File: src/sv/accel_tilt_roll_pitch_defines.svh
// assertion macros shared by the tilt block
`ifndef ACCEL_TILT_ROLL_PITCH_DEFINES_SVH
`define ACCEL_TILT_ROLL_PITCH_DEFINES_SVH

// same-cycle implication, disabled while reset is low
`define ATRP_ASSERT_IMP(lbl, clk, rst_n, ante, cons) \
    lbl: assert property (@(posedge clk) disable iff (!rst_n) (ante) |-> (cons)) \
        else $error("atrp: same-cycle check failed");

// next-cycle implication, disabled while reset is low
`define ATRP_ASSERT_NXT(lbl, clk, rst_n, ante, cons) \
    lbl: assert property (@(posedge clk) disable iff (!rst_n) (ante) |=> (cons)) \
        else $error("atrp: next-cycle check failed");

`endif

File: src/sv/atrp_pkg.sv
package atrp_pkg;

    // iteration counts
    localparam int CORDIC_STEPS = 20;
    localparam int CORD_MAX     = 32;
    localparam int CORD_USED    = (CORDIC_STEPS > CORD_MAX) ? CORD_MAX : CORDIC_STEPS;
    localparam int SQRT_STEPS   = 32;
    localparam int STEP_W       = $clog2(CORD_MAX);

    // fixed point layout
    localparam int ANG_FRAC = 16;
    localparam int VEC_FRAC = 24;
    localparam int AXIS_W   = 16;
    localparam int NEG_W    = AXIS_W + 1;
    localparam int VEC_W    = 42;
    localparam int ANG_W    = 32;
    localparam int RAD_W    = 32;
    localparam int REM_W    = 34;
    localparam int ROOT_W   = 32;
    localparam int ROLL_W   = 16;
    localparam int PITCH_W  = 15;

    localparam int HALF_TURN    = 18000;
    localparam int QUARTER_TURN = 9000;

    typedef logic signed [ANG_W-1:0] t_ang;

    localparam t_ang HALF_TURN_Q = t_ang'(HALF_TURN * (2 ** ANG_FRAC));

    // atan(2^-i) in centidegrees, 16 fractional bits
    localparam t_ang ATAN_TAB [0:CORD_MAX-1] = '{
        294912000, 174096719, 91987925, 46694507, 23437865, 11730358,
        5866610, 2933484, 1466764, 733385, 366693, 183346, 91673, 45837,
        22918, 11459, 5730, 2865, 1432, 716, 358, 179, 90, 45, 22, 11,
        6, 3, 1, 1, 0, 0
    };

    // values that ride along the root chain
    typedef struct packed {
        logic signed [NEG_W-1:0] nx;
        logic signed [NEG_W-1:0] rvx;
        logic signed [NEG_W-1:0] rvy;
        t_ang                    roll_off;
        logic                    roll_zero;
        logic                    pitch_zero;
    } t_side;

    // one cell of the square root chain
    typedef struct packed {
        logic [RAD_W-1:0]  rad;
        logic [REM_W-1:0]  rem;
        logic [ROOT_W-1:0] root;
        t_side             side;
    } t_sqrt;

    // one cell of the rotation chain, roll and pitch lanes
    typedef struct packed {
        logic signed [VEC_W-1:0] roll_x;
        logic signed [VEC_W-1:0] roll_y;
        t_ang                    roll_ang;
        logic signed [VEC_W-1:0] pit_x;
        logic signed [VEC_W-1:0] pit_y;
        t_ang                    pit_ang;
        logic                    roll_zero;
        logic                    pitch_zero;
    } t_cord;

    typedef struct packed {
        logic signed [PITCH_W-1:0] pitch;
        logic signed [ROLL_W-1:0]  roll;
    } t_res;

endpackage

File: src/sv/atrp_sqrt_cell.sv
module atrp_sqrt_cell (
    input  logic            i_clk,
    input  logic            i_rst_n,
    input  logic            i_en,
    input  logic            i_valid,
    input  atrp_pkg::t_sqrt i_data,
    output logic            o_valid,
    output atrp_pkg::t_sqrt o_data
);

    logic                          r_valid;
    atrp_pkg::t_sqrt               r_data;
    atrp_pkg::t_sqrt               n_data;
    logic [atrp_pkg::REM_W+1:0]    rem_sh;
    logic [atrp_pkg::REM_W+1:0]    trial;

    // one root bit: bring in two radicand bits, try to subtract
    always_comb begin
        rem_sh = {i_data.rem, i_data.rad[atrp_pkg::RAD_W-1 -: 2]};
        trial  = {2'b00, i_data.root, 2'b01};
        n_data.side = i_data.side;
        n_data.rad  = {i_data.rad[atrp_pkg::RAD_W-3:0], 2'b00};
        if (rem_sh >= trial) begin
            n_data.rem  = atrp_pkg::REM_W'(rem_sh - trial);
            n_data.root = {i_data.root[atrp_pkg::ROOT_W-2:0], 1'b1};
        end else begin
            n_data.rem  = rem_sh[atrp_pkg::REM_W-1:0];
            n_data.root = {i_data.root[atrp_pkg::ROOT_W-2:0], 1'b0};
        end
    end

    // valid bit
    always_ff @(posedge i_clk) begin
        if (!i_rst_n) begin
            r_valid <= 1'b0;
        end else if (i_en) begin
            r_valid <= i_valid;
        end
    end

    // payload
    always_ff @(posedge i_clk) begin
        if (i_en) begin
            r_data <= n_data;
        end
    end

    assign o_valid = r_valid;
    assign o_data  = r_data;

endmodule

File: config.mk
export PLATFORM = sky130hd
export DESIGN_NAME = atrp_sqrt_cell
export DESIGN_NICKNAME = d
export VERILOG_FILES = /design/src/sv/accel_tilt_roll_pitch_defines.svh /design/src/sv/atrp_pkg.sv /design/src/sv/atrp_sqrt_cell.sv
export SDC_FILE = /design/constraint.sdc
export NUM_CORES = 1
export LEC_CHECK = 0
export ABC_AREA = 1
export BUFFER_PORTS_ARGS = -buffer_cell sky130_fd_sc_hd__buf_2
export CAP_MARGIN = 0
export CORE_ASPECT_RATIO = 1.25
export CORE_MARGIN = 2
export CORE_UTILIZATION = 43
export DETAILED_ROUTE_END_ITERATION = 6
export PLACE_DENSITY = 0.76
export SYNTH_ARGS = -nofsm -noshare
export SYNTH_HDL_FRONTEND = slang
export SYNTH_SLANG_ARGS = --single-unit
File: constraint.sdc
create_clock -name i_clk -period 1.9 [get_ports i_clk]
set_input_delay 0.38 -clock i_clk [delete_from_list [all_inputs] [get_ports i_clk]]
set_output_delay 0.38 -clock i_clk [all_outputs]
set_load 0.02 [all_outputs]
; ---- After elaboration in Yosys (flattened, before gate mapping)
; Index checks and enable logic that the tools add are counted.
[word_totals]
register_bits = 182
inputBits = 187
out_inout_bits = 184
word_cells = 13
[op_classes]
add_sub_neg = 1
order_cmp = 1
mux = 1
[op_table]
columns = op, n
row1 = $mux 66, 1
row2 = $ge 36x34->1, 1
row3 = $sub 34x34->34, 1

; ---- Longest topological paths before layout
[logic_depth]
depth_word = 2
ltp_mapped = 16
mapped_depth_nobuf = 15

; ---- Worst setup path after synthesis
; No wires, ideal clock.
[synth_path]
path_type = input to register
start = input port i_data[101] in the netlist's numbering
end = register r_data (netlist bit o_data[142]), data pin
setup_ps = 253
t_arrival_ps = 1760
required_ps = 1647
path_slack_ps = -113
stages = 15
path_buffers = 1
path_cell_list = inv_1 > ha_1 > nand2_1 > inv_1 > nand2_1 > nand2_1 > inv_1 > nand2_1 > a21oi_2 > nand2_1 > nand2_2 > nand2_8 > buf_4 > nand3_1 > nand2_1
[synth_rtl]
columns = element, line_no
row1 = start: declaration, atrp_sqrt_cell.sv:6  ; input atrp_pkg::t_sqrt i_data,
row2 = end signal: assignment, atrp_sqrt_cell.sv:44  ; r_data <= n_data;
row3 = end: declaration, atrp_sqrt_cell.sv:12  ; atrp_pkg::t_sqrt r_data;

==> metrics.cfg <==
[sta]
drv_slew = 0
fin_crit_sh_pct = 97.6
fin_crit_ns = 1.85
fmax_mhz = 539
holdWs_ns = 0.122
rsz0062_at_grt = true
hold_viol_final = 0
setup_viol = 0
finClkSkew_ns = 0

[place]
place_area_um2 = 12000
dpl.hpwl_mm = 23.9
portBuffers = 368
dpl.cell_count = 1561
place_congestion = 0.950

[power]
p_switching_uw = 3470
power_frac_clock_pct = 31.5
sw_frac_of_total_pct = 31.1
leakage_uw = 0.00618
powerDensity_nw_per_um2 = 876
ir_worst_vdd_mv = 0.593
combPwrFrac_pct = 24.1
power.internal_uw = 7680
seqPwrFrac_pct = 44.5

[route]
dr_total_vias = 7561
highest_layer = met5
ant_nets = 0
drt-initial-drc-count = 459
dr.pass1.iters = 5
wirelength_mm = 29.4
drc = 0
routed_via_density = 4.72
met2WireLength_mm = 14.8
wl_met1_mm = 10.4
dr_wl_met3_mm = 3.50
wl_per_cell_um = 18.4

[clock_network]
numCtsBuffers = 17
cts_sinks = 182
ctsHoldBuffers = 0
htreeDepth = 4
clk_pin_slew_worst_paths_ns = 0.08
ctsRootBufferMaster = clkbuf_16
clkLatencyLatePin_ns = 0.42
clockBufferDepth = 2
cts_tree = built

[finish]
design_area_um2 = 12700
areaGrowthSynthToFinish_pct = 48.9
post_route_cells_drive_above_1_share_pct = 44.9
fin_cells = 1602
nNetsFinal = 1539
nFillCells = 1609

[logic_synthesis]
ys_seq_area_share_pct = 63.8
yosysUniqueCellTypes = 26
synth_top_area_share_pct = 63.6
synth_area_leader_cell = edfxtp_1
syn_avg_cell_area_um2 = 10.3
netlist_top_cells_area = edfxtp_1, nand2_1, inv_1
synth.cell_area_um2 = 8540
ys.warnings.count = 0
synth_seq_cells = 182
syn_inst = 832

[floorplan]
die_h_um = 162
core_area_um2 = 19500
die-area_um2 = 21000
fp-row-count = 57
io_pins = 371
die_w_um = 130
start_util_pct = 43.9

[global_routing]
track_usage_pct = 27.2
antenna_found_initial = 11
grt_pass1_vias = 7492
grt_max_degree = 46
grt.overflow.total = 0
grt_pass1_wl_mm = 41.6

[critical_path]
reg2reg_from = o_valid
cp-startpoint = i_data[103]
startpoint_type = input port
crit_type = in -> reg
r2r_cells = 2
r2r_slack_ns = 1.26
crit_end = o_data[131]
arrival_ns = 2.03
r2r-end = o_valid
worstPathRequired_ns = 2.07
crit_fanout = 33
crit_path_end_kind = flop

[hold_path]
hold_start = i_data[167]
min_path_type = in -> reg

[flow_run]
maxCapViolCount = 0

[outcome]
status = finished, final reports clean

## power groups by stage
stage	sequential, uW	clock [uW]	combinational, uW
2_1_floorplan	5540	0	918
5_1_grt	4990	3710	2900
6_report	4960	3510	2680
3_5_place_dp	5040	0	2650
4_1_cts	4960	3560	2670
3_3_place_gp	5040	0	2620
## cell usage after synthesis
cell and n:
nor2_2 6, nand4_1 6, o21bai_1 4, nand2_2 5
nor3_1 3, buf_6 3, xnor2_1 3, ha_1 34
buf_4 5, inv_1 140, a21oi_2 2, xor2_1 15
a21oi_1 25, nand3_1 38, nand3b_1 4, dfxtp_1 1
nand2_1 283, conb_1 1, and2_1 2, nor4_1 1
o21ai_0 13, nor2_1 53, edfxtp_1 181, inv_4 1
nand2_8 1, nand3_2 2
## how the worst min path moves through the flow
stage / to / slack, ns / depth (start not counted)
6_report: o_data[169] / 0.12 / 1
5_1_grt: o_data[181] / 0.10 / 1
4_1_cts: o_data[4] / 0.11 / 1
3_5_place_dp: o_data[26] / 0.56 / 1
3_3_place_gp: o_valid / 0.54 / 2
2_1_floorplan: o_valid / 0.47 / 1
## critical path, stage by stage
cell and delay [ns]:
buf_2 0.18, inv_8 0.04, ha_4 0.29, nand2_4 0.06, nor2_4 0.12, nand2_2 0.07
nor2_2 0.12, nand2_1 0.08, a21oi_2 0.19, nor2_4 0.07, nand2_8 0.14, inv_12 0.10
nand2_1 0.09, nand2_1 0.08
## final cells by class
class	count	area, um^2	area share (%)
antenna	6	15.0	0.118
clock buffer	18	429	3.37
clock inverter	14	161	1.27
inverter	141	569	4.47
multi-input combinational	502	3030	23.8
sequential	182	5460	42.9
tap	265	332	2.61
timing repair buffer	474	2740	21.5
## kinds of logic (layout without fill, tap and decap cells)
family | after synthesis | in the layout | synth area share [%]
buffers and inverters | 149 | 647 | 7.06
XOR/XNOR | 18 | 18 | 1.85
adder cells (fa/ha/maj) | 34 | 34 | 4.98
flip-flops | 182 | 182 | 63.8
AND/OR/NAND/NOR | 404 | 404 | 19.4
AO/OA/AOI/OAI | 44 | 44 | 2.78
other | 1 | 8 | 0.0439
## per-layer routing
layer	up-vias	global-route usage, %
li1	3683	-
met1	3538	29.5
met2	280	46.7
met3	50	13.0
met4	10	8.41
met5	-	0
## metrics by stage
stage	util (%)	total power [uW]	setup slack (ns)	TNS (ns)
3_5_place_dp	61.8	7700	-0.392	-12.77
2_1_floorplan	-	6450	-0.0304	-0.785
3_3_place_gp	61.8	7660	-0.345	-11.32
4_1_cts	64.9	11200	0.0412	0
6_report	65.4	11200	0.0453	0
5_1_grt	65.3	11600	-0.0147	-0.0238
## flip-flops by register name (all words and copies together), names as in the netlist
register,flops
o_data,181
o_valid,1
## repair_timing
action                                  4_1_cts  5_1_grt
endpoints found under the setup margin        0       34
gates resized for setup                       0       16
setup buffers                                 0        2
## cells in the final DEF, fill, tap and decap left out, types with 2 or more instances in the layout
| master | n |
|---|---|
| nand3b_1 | 4 |
| nor3_1 | 3 |
| edfxtp_1 | 181 |
| clkinv_4 | 2 |
| inv_2 | 12 |
| diode_2 | 6 |
| buf_4 | 99 |
| o21ai_0 | 13 |
| nor2_1 | 45 |
| and2_1 | 2 |
| o21bai_1 | 4 |
| ha_1 | 4 |
| ha_4 | 30 |
| xor2_1 | 15 |
| buf_12 | 6 |
| buf_2 | 367 |
| inv_1 | 122 |
| a21oi_2 | 4 |
| conb_1 | 2 |
| inv_8 | 6 |
| nand3_1 | 37 |
| nand2_4 | 11 |
| a21oi_1 | 23 |
| nor2_4 | 6 |
| nand2_2 | 11 |
| nand2_1 | 266 |
| nor2_2 | 8 |
| nand4_1 | 6 |
| nand3_2 | 3 |
| clkbuf_16 | 18 |
| clkinv_8 | 4 |
| inv_4 | 3 |
| inv_6 | 4 |
| xnor2_1 | 3 |
(Power assumes the default switching activity.)
