## src/sv/accel_tilt_roll_pitch_defines.svh

```systemverilog
// assertion macros shared by the tilt block
`ifndef ACCEL_TILT_ROLL_PITCH_DEFINES_SVH
`define ACCEL_TILT_ROLL_PITCH_DEFINES_SVH

// same-cycle implication, disabled while reset is low
`define ATRP_ASSERT_IMP(lbl, clk, rst_n, ante, cons) \
    lbl: assert property (@(posedge clk) disable iff (!rst_n) (ante) |-> (cons)) \
        else $error("atrp: same-cycle check failed");

// next-cycle implication, disabled while reset is low
`define ATRP_ASSERT_NXT(lbl, clk, rst_n, ante, cons) \
    lbl: assert property (@(posedge clk) disable iff (!rst_n) (ante) |=> (cons)) \
        else $error("atrp: next-cycle check failed");

`endif

```

## src/sv/atrp_pkg.sv

```systemverilog
package atrp_pkg;

    // iteration counts
    localparam int CORDIC_STEPS = 20;
    localparam int CORD_MAX     = 32;
    localparam int CORD_USED    = (CORDIC_STEPS > CORD_MAX) ? CORD_MAX : CORDIC_STEPS;
    localparam int SQRT_STEPS   = 32;
    localparam int STEP_W       = $clog2(CORD_MAX);

    // fixed point layout
    localparam int ANG_FRAC = 16;
    localparam int VEC_FRAC = 24;
    localparam int AXIS_W   = 16;
    localparam int NEG_W    = AXIS_W + 1;
    localparam int VEC_W    = 42;
    localparam int ANG_W    = 32;
    localparam int RAD_W    = 32;
    localparam int REM_W    = 34;
    localparam int ROOT_W   = 32;
    localparam int ROLL_W   = 16;
    localparam int PITCH_W  = 15;

    localparam int HALF_TURN    = 18000;
    localparam int QUARTER_TURN = 9000;

    typedef logic signed [ANG_W-1:0] t_ang;

    localparam t_ang HALF_TURN_Q = t_ang'(HALF_TURN * (2 ** ANG_FRAC));

    // atan(2^-i) in centidegrees, 16 fractional bits
    localparam t_ang ATAN_TAB [0:CORD_MAX-1] = '{
        294912000, 174096719, 91987925, 46694507, 23437865, 11730358,
        5866610, 2933484, 1466764, 733385, 366693, 183346, 91673, 45837,
        22918, 11459, 5730, 2865, 1432, 716, 358, 179, 90, 45, 22, 11,
        6, 3, 1, 1, 0, 0
    };

    // values that ride along the root chain
    typedef struct packed {
        logic signed [NEG_W-1:0] nx;
        logic signed [NEG_W-1:0] rvx;
        logic signed [NEG_W-1:0] rvy;
        t_ang                    roll_off;
        logic                    roll_zero;
        logic                    pitch_zero;
    } t_side;

    // one cell of the square root chain
    typedef struct packed {
        logic [RAD_W-1:0]  rad;
        logic [REM_W-1:0]  rem;
        logic [ROOT_W-1:0] root;
        t_side             side;
    } t_sqrt;

    // one cell of the rotation chain, roll and pitch lanes
    typedef struct packed {
        logic signed [VEC_W-1:0] roll_x;
        logic signed [VEC_W-1:0] roll_y;
        t_ang                    roll_ang;
        logic signed [VEC_W-1:0] pit_x;
        logic signed [VEC_W-1:0] pit_y;
        t_ang                    pit_ang;
        logic                    roll_zero;
        logic                    pitch_zero;
    } t_cord;

    typedef struct packed {
        logic signed [PITCH_W-1:0] pitch;
        logic signed [ROLL_W-1:0]  roll;
    } t_res;

endpackage

```

## src/sv/atrp_finish.sv

```systemverilog
module atrp_finish (
    input  logic            i_clk,
    input  logic            i_rst_n,
    input  logic            i_en,
    input  logic            i_valid,
    input  atrp_pkg::t_cord i_data,
    output logic            o_valid,
    output atrp_pkg::t_res  o_data
);

    logic           r_valid;
    atrp_pkg::t_res r_data;
    atrp_pkg::t_res n_data;

    // drop the fraction toward zero and clamp to the legal angle range
    function automatic logic signed [atrp_pkg::ROLL_W-1:0] centi(
        input atrp_pkg::t_ang               ang,
        input logic [atrp_pkg::ROLL_W-1:0]  lim
    );
        logic [atrp_pkg::ANG_W-1:0]  mag;
        logic [atrp_pkg::ROLL_W-1:0] c;
        mag = ang[atrp_pkg::ANG_W-1] ? atrp_pkg::ANG_W'(-ang) : atrp_pkg::ANG_W'(ang);
        c   = mag[atrp_pkg::ANG_W-1 -: atrp_pkg::ROLL_W];
        if (c > lim) begin
            c = lim;
        end
        return ang[atrp_pkg::ANG_W-1] ? -$signed(c) : $signed(c);
    endfunction

    // both angles, zeroed when the operands were all zero
    always_comb begin
        n_data.roll  = i_data.roll_zero ? '0
                     : centi(i_data.roll_ang, atrp_pkg::ROLL_W'(atrp_pkg::HALF_TURN));
        n_data.pitch = i_data.pitch_zero ? '0
                     : atrp_pkg::PITCH_W'(centi(i_data.pit_ang,
                                                atrp_pkg::ROLL_W'(atrp_pkg::QUARTER_TURN)));
    end

    // valid bit
    always_ff @(posedge i_clk) begin
        if (!i_rst_n) begin
            r_valid <= 1'b0;
        end else if (i_en) begin
            r_valid <= i_valid;
        end
    end

    // payload
    always_ff @(posedge i_clk) begin
        if (i_en) begin
            r_data <= n_data;
        end
    end

    assign o_valid = r_valid;
    assign o_data  = r_data;

endmodule

```

## config.mk

```make
export PLATFORM = sky130hd
export DESIGN_NAME = atrp_finish
export DESIGN_NICKNAME = d
export VERILOG_FILES = /design/src/sv/accel_tilt_roll_pitch_defines.svh /design/src/sv/atrp_pkg.sv /design/src/sv/atrp_finish.sv
export SDC_FILE = /design/constraint.sdc
export NUM_CORES = 1
export LEC_CHECK = 0
export ABC_AREA = 1
export BUFFER_PORTS_ARGS = -buffer_cell sky130_fd_sc_hd__buf_2
export CAP_MARGIN = 10
export CORE_ASPECT_RATIO = 0.5
export CORE_UTILIZATION = 38
export DETAILED_ROUTE_END_ITERATION = 10
export GPL_ROUTABILITY_DRIVEN = 0
export GPL_TIMING_DRIVEN = 0
export PLACE_DENSITY_LB_ADDON = 0.25
export SLEW_MARGIN = 25
export SYNTH_ARGS = -nofsm -noshare
export SYNTH_HDL_FRONTEND = slang
export SYNTH_SLANG_ARGS = --single-unit
```

## constraint.sdc

```tcl
create_clock -name i_clk -period 3 [get_ports i_clk]
set_input_delay 0.6 -clock i_clk [delete_from_list [all_inputs] [get_ports i_clk]]
set_output_delay 0.6 -clock i_clk [all_outputs]
set_load 0.02 [all_outputs]
```

**Word level (Yosys, flattened, before mapping)**

Cells that the tools add are included.

- Add/sub/neg operators: 4
- Order comparisons: 2
- Muxes and demuxes: 6

Operators with widths:

| operator | number |
|---|---|
| $mux 32 | 2 |
| $neg 32->32 | 2 |
| $mux 16 | 2 |
| $mux 15 | 2 |
| $gt 16x14->1 const B | 1 |
| $gt 16x15->1 const B | 1 |
| $neg 16->16 | 1 |
| $neg 15->15 | 1 |

- Flip-flop bits (word level): 32
- Input port bits: 238
- Word-level logic and storage cells: 15

**Longest topological paths before layout**

- Depth in word-level cells: 6
- Depth in mapped cells: 26
- Mapped depth without buffers: 24

**Worst setup path before layout**

No wires, ideal clock.

- Path kind: input port to flip-flop
- Start: input i_data[118] in the netlist's numbering
- End: register r_data (netlist bit o_data[14]), data pin
- Arrival: 2.820 ns
- Path slack: -0.074 ns
- Stages on the path: 22
- Cell sequence: nor2_1 -> nand3_1 -> nor2_2 -> nand2_1 -> nand2_4 -> nand3_1 -> nand2_1 -> nand2_1 -> nor2_1 -> nor2b_2 -> nand2_1 -> nand2_4 -> buf_8 -> buf_4 -> nand2_1 -> ha_1 -> nor2_1 -> a21oi_2 -> nand3_2 -> nor2_4 -> a21oi_1 -> nor2_1

- Longest elaborated chain between the ends: 6

Ends and longest elaborated chain:

| item | RTL line | text |
|---|---|---|
| from (decl) | atrp_finish.sv:6 | `input atrp_pkg::t_cord i_data,` |
| $neg 32->32 (*) | atrp_finish.sv:22 | `mag = ang[atrp_pkg::ANG_W-1] ? atrp_pkg::ANG_W'(-ang) : atrp_pkg::ANG_W'(ang);` |
| $mux 32 (*) | atrp_finish.sv:22 |  |
| $gt 16x15->1 | atrp_finish.sv:24 | `if (c > lim) begin` |
| $mux 16 (*) | atrp_finish.sv:24 |  |
| $neg 16->16 | atrp_finish.sv:27 | `return ang[atrp_pkg::ANG_W-1] ? -$signed(c) : $signed(c);` |
| $mux 16 (*) | atrp_finish.sv:27 |  |
| to (signal assigned) | atrp_finish.sv:51 | `r_data <= n_data;` |
| to (decl) | atrp_finish.sv:12 | `atrp_pkg::t_res r_data;` |

Mark *: on every way between the ends. The rest lies on a longest branch, timed or not.
A chain may end at the register's enable or synchronous reset.

**Worst setup path after layout**

- Start: input i_data[143] in the netlist's numbering
- End: register r_data (netlist bit o_data[8]), data pin

- Longest elaborated chain between the ends: 6

Ends and longest elaborated chain:

| item | RTL line |
|---|---|
| $neg 32->32 | atrp_finish.sv:22 |
| $mux 32 (*) | atrp_finish.sv:22 |
| $gt 16x15->1 (*) | atrp_finish.sv:24 |
| $mux 16 (*) | atrp_finish.sv:24 |
| $neg 16->16 | atrp_finish.sv:27 |
| $mux 16 (*) | atrp_finish.sv:27 |

Marked as above.

==> results.py <==
metrics = {
    "synth": {
        "syn_inst": 625,
        "syn_area_mm2": 0.00371,
        "ys_seq_area_share_pct": 25.6,
        "syn_area_per_cell_um2": 5.93,
        "ys_warn_count": 0,
        "ys_types": 38,
        "syn-num-nets": 865,
        "ys_seq_elements": 32,
    },
    "sta": {
        "fin_hold_ws_ns": 0.577,
        "fin_ws_ns": -0.0533,
        "skew_ns": 0,
        "timing.fmax_mhz": 328,
        "slew_violations": 0,
        "max_slew_margin_pct": 52.1,
        "worst_pin_slew_ns": 0.718,
        "setup_viol": 3,
        "timing.final.crit_share_pct": 102,
        "rsz0062_at_grt": "true",
        "hold_viol": 0,
        "fin_crit_ns": 3.05,
    },
    "global_routing": {
        "grt_max_degree": 34,
        "grt_pass1_wl_um": 17400,
        "grt_overflow": 0,
        "antenna_found_initial": 0,
        "grt_pass1_vias": 4036,
        "grt_use_total_pct": 20.9,
    },
    "routing": {
        "viasPerCell": 4.96,
        "drc": 0,
        "dr_total_vias": 4499,
        "dr.first_iter.drc_count": 216,
        "dr.pass1.iters": 4,
        "postRouteAntennaNets": 0,
        "wirelength_um": 11400,
        "wl_per_cell_um": 12.6,
    },
    "clock_network": {
        "clock_path_buffers": 2,
        "cts_root_buffer": "clkbuf_16",
        "h-tree-depth": 2,
        "clock_latency_ns": 0.27,
        "clk_pin_slew_ns": 0.05,
        "cts_made_buffers": 5,
        "cts_tree": "done",
        "cts_sinks": 32,
    },
    "critical_path": {
        "cp_max_fo": 6,
        "critPathKind": "input pin to register",
        "startpoint_type": "input pin",
        "endpoint_kind": "register",
        "cp.arrival_ns": 3.08,
        "worstPathRequired_ns": 3.02,
    },
    "placed_design": {
        "numPortBuffers": 100,
        "pre_cts_ws_ns": -0.547,
        "dp.final_hpwl_um": 8320,
    },
    "floorplanning": {
        "die_area_mm2": 0.0102,
        "initial_utilization_pct": 39.3,
        "pin_count": 270,
        "core_area_mm2": 0.00945,
        "die_height_um": 71.9,
        "die_w_um": 142,
        "num_rows": 25,
    },
    "pwr": {
        "ir_worst_vdd_v": 0.000238,
        "power_density_mw_per_mm2": 339,
        "p_leak_nw": 2.50,
    },
    "hold_path": {
        "hp-class": "input pin to register",
    },
    "status": {
        "violations": "setup timing",
        "status": "finished with violations",
    },
    "cells_and_area": {
        "synthToLayoutAreaGrowth_pct": 49.9,
        "antenna_cells": 0,
        "fin_nets": 1011,
        "drive_above_1_share_pct": 43.1,
    },
    "flow_run": {
        "maxCapViolations": 0,
    },
}
[cells in the mapped netlist, drive strengths merged]
cell,count,share of area (%)
o21a,2,0.40
o31ai,2,0.40
dfxtp,1,0.54
inv,75,7.6
a21boi,2,0.41
nor3,14,1.9
and2,1,0.17
buf,13,2.6
o21ai,27,3.6
a22oi,2,0.40
edfxtp,31,25
clkbuf,1,0.10
nand4,11,1.9
xor2,4,0.94
nor3b,1,0.20
nor2b,1,0.24
a31oi,1,0.17
nand3,72,10
nand3b,4,0.81
nand2,201,22
a21oi,22,3.1
xnor2,4,1.1
o211ai,1,0.20
ha,2,0.67
nor2,130,15
[kinds of logic after synthesis]
group	after synthesis	synth area share [%]
AND/OR/NAND/NOR	435	52.6
buffers and inverters	89	10.3
AO/OA/AOI/OAI	59	8.70
flip-flops	32	25.6
XOR/XNOR	8	2.09
adder cells (fa/ha/maj)	2	0.675
[placed cells by master, fill, tap and decap left out, types with 4 or more instances in the layout]
cell and count:
nand2_1 146, buf_2 87, nor2_1 63, inv_1 62
nand3_1 55, buf_4 45, nand2_2 43, nor2_2 34
nor2_4 33, edfxtp_1 31, o21ai_1 16, buf_6 16
nand3_2 14, a21oi_1 14, inv_2 13, nand2_4 12
nor3_1 12, nand4_1 11, o21ai_0 8, a21oi_2 7
clkbuf_16 5, buf_8 4, nand3b_1 4
[metal layers]
layer	up-vias	track usage (%)	wire, µm	part of all wire [%]
met5	-	0	0	0
met4	0	4.90	223	2.0
met3	20	2.61	466	4.1
met2	128	39.6	5690	50
met1	2044	25.4	5020	44
li1	2307	-	-	-
[through the flow]
stage               total power [W]  std cells  TNS [ns]  utilization [%]  instance area (µm²)
floorplan                  0.000971        625   -0.0234                -                 3820
global placement            0.00116        860     -5.71             47.6                 4490
detailed placement          0.00117        860     -6.05             47.6                 4490
CTS                         0.00177        881   -0.0732             51.9                 4910
global route                0.00199        907     -2.16             58.9                 5560
finish                      0.00188        907    -0.138             58.9                 5560
[report_power, final]
group          internal [W]  total (W)  switching (W)
Sequential         0.000544   0.000555      0.0000108
Combinational      0.000298   0.000771       0.000473
Clock              0.000390   0.000557       0.000168
Total               0.00123    0.00188       0.000651
[area by class of cell]
| class | instances | area (µm²) |
|---|---|---|
| plain buffers | 14 | 111 |
| clock buffers | 6 | 129 |
| clock inverters | 2 | 35.0 |
| fillers | 882 | 3890 |
| inverters | 75 | 282 |
| multi-input cells | 504 | 2980 |
| flip-flops and latches | 32 | 951 |
| well taps | 135 | 169 |
| repair buffers | 139 | 906 |
[critical path, cell delays in order]
cell     delay, ns
buf_2         0.12
nor2_2        0.17
nand2_1       0.12
nor2_2        0.12
nand2_1       0.06
nand2_1       0.10
nand3_4       0.10
xor2_2        0.21
nor2_4        0.12
nand3_2       0.09
nand2_2       0.10
nand2_4       0.05
buf_8         0.11
buf_8         0.12
nand2_4       0.07
ha_4          0.14
nor2_4        0.04
a21oi_4       0.16
nand3_4       0.14
buf_4         0.16
o21a_1        0.17
[registers in the layout (all words and copies together) (netlist names)]
signal / count
o_data: 31
o_valid: 1
[worst paths after layout]
check / startpoint / to / slack [ns] / cells past startpoint
setup / recovery: i_data[143] / o_data[8]$_SDFFCE_PP0P_ / -0.05 / 21
setup reg to reg: o_valid$_SDFFE_PN0P_ / o_valid$_SDFFE_PN0P_ / 2.31 / 2
hold / removal: i_valid / o_valid$_SDFFE_PN0P_ / 0.58 / 3
hold reg to reg: o_valid$_SDFFE_PN0P_ / o_valid$_SDFFE_PN0P_ / 0.58 / 2
[repair_timing]
item,CTS,global route
setup endpoints to repair,11,22
gates resized for setup,39,143
hold endpoints to repair,0,0
hold buffers,0,0
cloned,1,0
pin swaps,31,69
setup buffers,12,26
Note: power is estimated with default switching activity, not from simulation.
