`src/sv/accel_tilt_roll_pitch_defines.svh`:
```
// assertion macros shared by the tilt block
`ifndef ACCEL_TILT_ROLL_PITCH_DEFINES_SVH
`define ACCEL_TILT_ROLL_PITCH_DEFINES_SVH

// same-cycle implication, disabled while reset is low
`define ATRP_ASSERT_IMP(lbl, clk, rst_n, ante, cons) \
    lbl: assert property (@(posedge clk) disable iff (!rst_n) (ante) |-> (cons)) \
        else $error("atrp: same-cycle check failed");

// next-cycle implication, disabled while reset is low
`define ATRP_ASSERT_NXT(lbl, clk, rst_n, ante, cons) \
    lbl: assert property (@(posedge clk) disable iff (!rst_n) (ante) |=> (cons)) \
        else $error("atrp: next-cycle check failed");

`endif

```
`src/sv/atrp_pkg.sv`:
```
package atrp_pkg;

    // iteration counts
    localparam int CORDIC_STEPS = 20;
    localparam int CORD_MAX     = 32;
    localparam int CORD_USED    = (CORDIC_STEPS > CORD_MAX) ? CORD_MAX : CORDIC_STEPS;
    localparam int SQRT_STEPS   = 32;
    localparam int STEP_W       = $clog2(CORD_MAX);

    // fixed point layout
    localparam int ANG_FRAC = 16;
    localparam int VEC_FRAC = 24;
    localparam int AXIS_W   = 16;
    localparam int NEG_W    = AXIS_W + 1;
    localparam int VEC_W    = 42;
    localparam int ANG_W    = 32;
    localparam int RAD_W    = 32;
    localparam int REM_W    = 34;
    localparam int ROOT_W   = 32;
    localparam int ROLL_W   = 16;
    localparam int PITCH_W  = 15;

    localparam int HALF_TURN    = 18000;
    localparam int QUARTER_TURN = 9000;

    typedef logic signed [ANG_W-1:0] t_ang;

    localparam t_ang HALF_TURN_Q = t_ang'(HALF_TURN * (2 ** ANG_FRAC));

    // atan(2^-i) in centidegrees, 16 fractional bits
    localparam t_ang ATAN_TAB [0:CORD_MAX-1] = '{
        294912000, 174096719, 91987925, 46694507, 23437865, 11730358,
        5866610, 2933484, 1466764, 733385, 366693, 183346, 91673, 45837,
        22918, 11459, 5730, 2865, 1432, 716, 358, 179, 90, 45, 22, 11,
        6, 3, 1, 1, 0, 0
    };

    // values that ride along the root chain
    typedef struct packed {
        logic signed [NEG_W-1:0] nx;
        logic signed [NEG_W-1:0] rvx;
        logic signed [NEG_W-1:0] rvy;
        t_ang                    roll_off;
        logic                    roll_zero;
        logic                    pitch_zero;
    } t_side;

    // one cell of the square root chain
    typedef struct packed {
        logic [RAD_W-1:0]  rad;
        logic [REM_W-1:0]  rem;
        logic [ROOT_W-1:0] root;
        t_side             side;
    } t_sqrt;

    // one cell of the rotation chain, roll and pitch lanes
    typedef struct packed {
        logic signed [VEC_W-1:0] roll_x;
        logic signed [VEC_W-1:0] roll_y;
        t_ang                    roll_ang;
        logic signed [VEC_W-1:0] pit_x;
        logic signed [VEC_W-1:0] pit_y;
        t_ang                    pit_ang;
        logic                    roll_zero;
        logic                    pitch_zero;
    } t_cord;

    typedef struct packed {
        logic signed [PITCH_W-1:0] pitch;
        logic signed [ROLL_W-1:0]  roll;
    } t_res;

endpackage

```
`src/sv/atrp_cordic_cell.sv`:
```
module atrp_cordic_cell (
    input  logic                        i_clk,
    input  logic                        i_rst_n,
    input  logic                        i_en,
    input  logic [atrp_pkg::STEP_W-1:0] i_step,
    input  logic                        i_valid,
    input  atrp_pkg::t_cord             i_data,
    output logic                        o_valid,
    output atrp_pkg::t_cord             o_data
);

    logic                              r_valid;
    atrp_pkg::t_cord                   r_data;
    atrp_pkg::t_cord                   n_data;
    logic signed [atrp_pkg::VEC_W-1:0] r_dx;
    logic signed [atrp_pkg::VEC_W-1:0] r_dy;
    logic signed [atrp_pkg::VEC_W-1:0] p_dx;
    logic signed [atrp_pkg::VEC_W-1:0] p_dy;
    atrp_pkg::t_ang                    step_ang;

    // one vectoring rotation on each lane, driving y toward zero
    always_comb begin
        step_ang = atrp_pkg::ATAN_TAB[i_step];
        r_dx = $signed(i_data.roll_y) >>> i_step;
        r_dy = $signed(i_data.roll_x) >>> i_step;
        p_dx = $signed(i_data.pit_y) >>> i_step;
        p_dy = $signed(i_data.pit_x) >>> i_step;
        n_data = i_data;
        if (!i_data.roll_y[atrp_pkg::VEC_W-1]) begin
            n_data.roll_x   = i_data.roll_x + r_dx;
            n_data.roll_y   = i_data.roll_y - r_dy;
            n_data.roll_ang = i_data.roll_ang + step_ang;
        end else begin
            n_data.roll_x   = i_data.roll_x - r_dx;
            n_data.roll_y   = i_data.roll_y + r_dy;
            n_data.roll_ang = i_data.roll_ang - step_ang;
        end
        if (!i_data.pit_y[atrp_pkg::VEC_W-1]) begin
            n_data.pit_x   = i_data.pit_x + p_dx;
            n_data.pit_y   = i_data.pit_y - p_dy;
            n_data.pit_ang = i_data.pit_ang + step_ang;
        end else begin
            n_data.pit_x   = i_data.pit_x - p_dx;
            n_data.pit_y   = i_data.pit_y + p_dy;
            n_data.pit_ang = i_data.pit_ang - step_ang;
        end
    end

    // valid bit
    always_ff @(posedge i_clk) begin
        if (!i_rst_n) begin
            r_valid <= 1'b0;
        end else if (i_en) begin
            r_valid <= i_valid;
        end
    end

    // payload
    always_ff @(posedge i_clk) begin
        if (i_en) begin
            r_data <= n_data;
        end
    end

    assign o_valid = r_valid;
    assign o_data  = r_data;

endmodule

```
`config.mk`:
```
export PLATFORM = sky130hd
export DESIGN_NAME = atrp_cordic_cell
export DESIGN_NICKNAME = d
export VERILOG_FILES = /design/src/sv/accel_tilt_roll_pitch_defines.svh /design/src/sv/atrp_pkg.sv /design/src/sv/atrp_cordic_cell.sv
export SDC_FILE = /design/constraint.sdc
export NUM_CORES = 1
export LEC_CHECK = 0
export BUFFER_PORTS_ARGS = -buffer_cell sky130_fd_sc_hd__buf_2
export CAP_MARGIN = 10
export CORE_MARGIN = 2
export CORE_UTILIZATION = 50
export CTS_BUF_LIST = sky130_fd_sc_hd__clkbuf_8
export CTS_CLUSTER_DIAMETER = 150
export DETAILED_ROUTE_END_ITERATION = 6
export MAX_ROUTING_LAYER = met4
export PLACE_DENSITY_LB_ADDON = 0.12
export SLEW_MARGIN = 20
export SYNTH_ARGS = -nofsm -noshare
export SYNTH_HDL_FRONTEND = slang
export SYNTH_SLANG_ARGS = --single-unit
```
`constraint.sdc`:
```
create_clock -name i_clk -period 8.8 [get_ports i_clk]
set_input_delay 1.76 -clock i_clk [delete_from_list [all_inputs] [get_ports i_clk]]
set_output_delay 1.76 -clock i_clk [all_outputs]
set_load 0.01 [all_outputs]
```
======== Word-level counts from Yosys, hierarchy flattened ========
Memories as Yosys holds them, arrays and structs flattened.
Cells that the tools add are included.
operators by class
  order comparisons ....................... 1
  add/sub/neg operators ................... 12
  shift operators ......................... 4
  muxes and demuxes ....................... 4
  bitwise logic cells ..................... 1
operator list
  operator            number
  $mux 116            2
  $add 42x42->42      4
  $sshr 42x5->42      4
  $sub 42x42->42      4
  $add 32x32->32      2
  $mux 32             2
  $sub 32x32->32      2
  $ge 6x6->1 const B  1
  $not 5->6           1
word-level totals
  memory bits (read-only) ................. 1,024
  input bits .............................. 243
  memories kept ........................... 1
  flip-flop bits (word level) ............. 235
  word-level logic and storage cells ...... 32
memory list
  memory            depth  width  read ports  clocked after Yosys merged registers in  write ports  RTL line                source
  (name not given)  32     32     1           0                                        0            atrp_cordic_cell.sv:23  step_ang = atrp_pkg::ATAN_TAB[i_step];

======== Logic depth before layout (Yosys ltp) ========
  depth after elaboration ................. 6
  gate-level depth with buffers ........... 34

======== Worst setup path before layout ========
OpenSTA, ideal clock, no wires.
  kind .................................... input-to-reg
  from .................................... in i_step[2] (netlist name)
  to ...................................... reg r_data (netlist bit o_data[33]), data pin
  setup slack ............................. -80 ps
  data required time ...................... 8,541 ps
  stages .................................. 31
  setup time .............................. 259 ps
  buffers on the path ..................... 9
  arrival time ............................ 8,621 ps
  cell sequence ........................... inv_2 > buf_2 > clkbuf_1 > buf_1 > clkbuf_1 > buf_2 > buf_2 > buf_1 > buf_1 > clkbuf_1 > ha_1 > nand2_1 > o21ai_0 > o21ai_0 > nand3b_1 > nor2_1 > nor4b_1 > nor2_1 > mux2i_1 > ha_1 > a21o_1 > a21o_1 > a21oi_1 > o21ai_0 > or4_1 > a21oi_1 > o31ai_1 > or2_2 > a221oi_1 > a21oi_1 > xnor2_1
RTL lines
  element               RTL line                source
  from (decl)           atrp_cordic_cell.sv:5   input logic [atrp_pkg::STEP_W-1:0] i_step,
  to (signal assigned)  atrp_cordic_cell.sv:61  r_data <= n_data;
  to (decl)             atrp_cordic_cell.sv:13  atrp_pkg::t_cord r_data;

==> summary.txt <==
Placed design
  • Port Buffers: 477
  • Dpl hpwl: 112000 um
  • Area after DPL: 39730 um2
  • Inst Count DP: 5345
  • Routability Congestion: 1.019

Routing
  • Antenna-violating nets left: 0
  • 1st-iter DRT viols: 3473
  • Routed WL per cell: 26.26 um
  • Final wirelength: 142400 um
  • 1st-pass router iterations: 6
  • DR vias: 35520
  • DRC: 0
  • Vias per std cell: 6.548

Floorplan
  • Die Footprint: 73310 um2
  • CORE AREA: 70270 um2
  • Top-Level Pins: 478
  • Die Span Y: 270.8 um
  • Starting Density: 50.63%
  • Row Count: 97
  • Die X: 270.8 um

STA
  • Final-report setup violation count: 0
  • Slew Viols, Final: 0
  • Fmax: 125.9 MHz
  • Final clock skew: 0 ns
  • Final hold vios: 0
  • Slew headroom: 28.94%
  • Worst Max-Slew Pin Slew: 1.060 ns
  • Tcrit/Tclk final: 90.27%
  • RSZ-0062 raised after global routing: false
  • Min cycle time layout: 7.944 ns
  • Worst hold margin: 0.5134 ns
  • Final setup TNS: 0 ns

Yosys
  • Netlist cell types: 95
  • Post-Synthesis Cells: 3973
  • Ys Warns: 0
  • Synth area leader: edfxtp_1
  • Seq/Total Area, Yosys: 19.81%
  • Post-synth top area share: 19.75%
  • Largest cells by area after synthesis: edfxtp_1 20%, mux4_2 13%, ha_1 8.8%
  • Syn avg cell area: 8.956 um2
  • Syn nets: 4473
  • Post-synth EDFFs: 234
  • Post-synth ARST share: 0%
  • Dominant synthesized flop cell: edfxtp_1
  • Number of synthesized register bits: 235
  • Mapped cell area: 35580 um2

Run
  • MaxCap Viol Count: 0

Setup path
  • CP startpoint: i_step[0]
  • FF-to-FF Start: o_valid
  • Crit Path Max Fanout: 42
  • Crit. End Element: register
  • Required @ worst endpoint: 9.15 ns
  • Critical path arrival: 8.29 ns
  • Critical setup path kind: in -> reg
  • Type of origin of the critical path: input pin

Final layout
  • Fill cells: 6417
  • Fin area: 40480 um2
  • Fin util: 57.60%
  • Layout area overhead: 13.76%
  • Non-Filler Instances: 5424
  • Layout cells sized above 1: 23.65%
  • FF/Latch Area: 7047 um2
  • Area occupied by multi-input gates: 27060 um2
  • Post-layout nets: 4950

Global route
  • Gr ovfl total: 0
  • Pin count of the biggest net entering global routing: 109
  • Initial antenna violation count: 9
  • First-pass GRT wire length: 212600 um
  • All-layer global routing usage: 38.91%
  • Vias in the first global route: 34930

CTS
  • Setup Buffers After CTS: 0
  • H-tree depth: 2
  • Hold bufs inserted after CTS: 0
  • CTS resizes: 0
  • CTS tree: built
  • Root Buffer: clkbuf_8
  • Clock latency on the worst-skew pair: 0.60 ns
  • Clock tree buffer depth: 3
  • CTS sink count: 235
  • CTS Buf Count: 43
  • Clk slew on worst S/H paths: 0.05 ns

Hold path
  • Hold Startpoint: o_valid
  • Worst min path class: reg -> reg

Power and ir drop
  • Net Sw Power: 2.761 mW
  • Sequential Power Share: 26.8%
  • Clock power share: 14.4%
  • P_int: 3.751 mW
  • Sw frac: 42.40%
  • Power Density: 160.9 nW/um2
  • Lkg Pwr: 16.96 nW
  • Worst vdd rail ir drop: 0.2287 mV
  • Combinational Power Share: 58.8%

Status
  • Run status: complete, no violations
-- per-layer routing --
layer	vias up	global-route usage, %	wire (um)
met5	-	-	0
met2	1841	63.50	67480
li1	16230	-	-
met1	16910	42.07	50910
met4	0	29.92	13190
met3	541	7.065	10840
-- cell usage after synthesis, drive strengths merged (37+ instances only) --
| cell | count |
|---|---|
| and2 | 44 |
| inv | 111 |
| nor2 | 334 |
| nor3 | 93 |
| mux2i | 195 |
| nor2b | 52 |
| o21ai | 186 |
| a211oi | 39 |
| a21o | 117 |
| nand2 | 277 |
| a31oi | 67 |
| ha | 251 |
| mux2 | 92 |
| buf | 119 |
| o22ai | 61 |
| xor2 | 119 |
| a21oi | 335 |
| edfxtp | 234 |
| clkbuf | 117 |
| o21a | 52 |
| nand2b | 59 |
| xnor2 | 237 |
| mux4 | 207 |
| o21bai | 37 |
| nand3 | 77 |
-- metrics by stage --
| step | total power, mW | worst slack (ns) |
|---|---|---|
| after floorplan | 4.266 | 0.05127 |
| after CTS | 6.516 | 0.9233 |
| after detailed placement | 5.535 | 0.3003 |
| after global routing | 6.930 | 0.3316 |
| after global placement | 5.542 | 0.4101 |
| final | 6.512 | 0.8562 |
-- worst max-delay path, stage by stage --
cell and delay [ns]:
buf_8 0.36, mux4_2 0.60, mux2_2 0.32, mux4_2 0.51, a2111oi_2 0.51, nand3_1 0.20
or4_1 0.70, inv_1 0.10, a21oi_1 0.07, xnor2_1 0.16, ha_1 0.40, a21oi_1 0.17
o21ai_0 0.15, nand2b_1 0.17, nor4_1 0.27, o31ai_1 0.20, a221oi_1 0.45, nand2b_1 0.25
o31ai_1 0.12, o41ai_1 0.40, o21ai_0 0.20, xnor2_1 0.15
-- final cells by class --
type	instances	area share, %
clock inverter	25	0.3153
inverter	112	1.054
sequential	235	17.41
multi-input combinational	3390	66.85
timing repair buffer	668	9.932
clock buffer	43	1.462
antenna	11	0.06801
tap	940	2.906
-- power by group through the flow --
stage                     combinational, mW  clock, mW  sequential (mW)
after detailed placement               3.77          0             1.77
after global routing                   4.15       1.01             1.77
final                                  3.83      0.935             1.75
after global placement                 3.77          0             1.77
after floorplan                        2.32          0             1.94
after CTS                              3.79      0.974             1.75
-- cells by family after synthesis --
group           synth area share, %
compound gates                21.44
simple gates                  15.14
mux                           21.50
xor+xnor                      8.763
buf+inv                       4.185
fa+ha+maj                     9.164
flops                         19.81
-- final timing paths --
path	slack (ns)	depth (start not counted)	to
worst max-delay path	0.86	22	o_data[117]
worst min-delay path	0.51	2	o_valid
worst max register to register	8.21	2	o_valid
worst min register to register	0.51	2	o_valid
-- sequential cells by signal, indices dropped and copies added, names as in the netlist --
name	flops
o_valid	1
o_data	234
-- cells in the final DEF, fill, tap and decap left out, types with 14 or more instances in the layout --
master,n
a211oi_1,39
a21boi_0,21
a21o_1,117
a21oi_1,334
a221oi_1,25
a22oi_1,16
a31oi_1,67
and2_1,44
and3_1,30
and4_1,15
buf_2,469
buf_4,182
clkbuf_8,44
edfxtp_1,234
ha_1,251
inv_1,118
mux2_2,88
mux2i_1,195
mux4_2,207
nand2_1,277
nand2b_1,59
nand3_1,77
nand4_1,30
nor2_1,332
nor2b_1,50
nor3_1,91
nor3b_1,15
nor4_1,18
o211ai_1,27
o21a_1,52
o21ai_0,168
o21ai_1,18
o21bai_1,37
o22ai_1,61
o31ai_1,20
or3_1,14
xnor2_1,237
xor2_1,119
No activity file was read; power rests on OpenSTA's default activity.
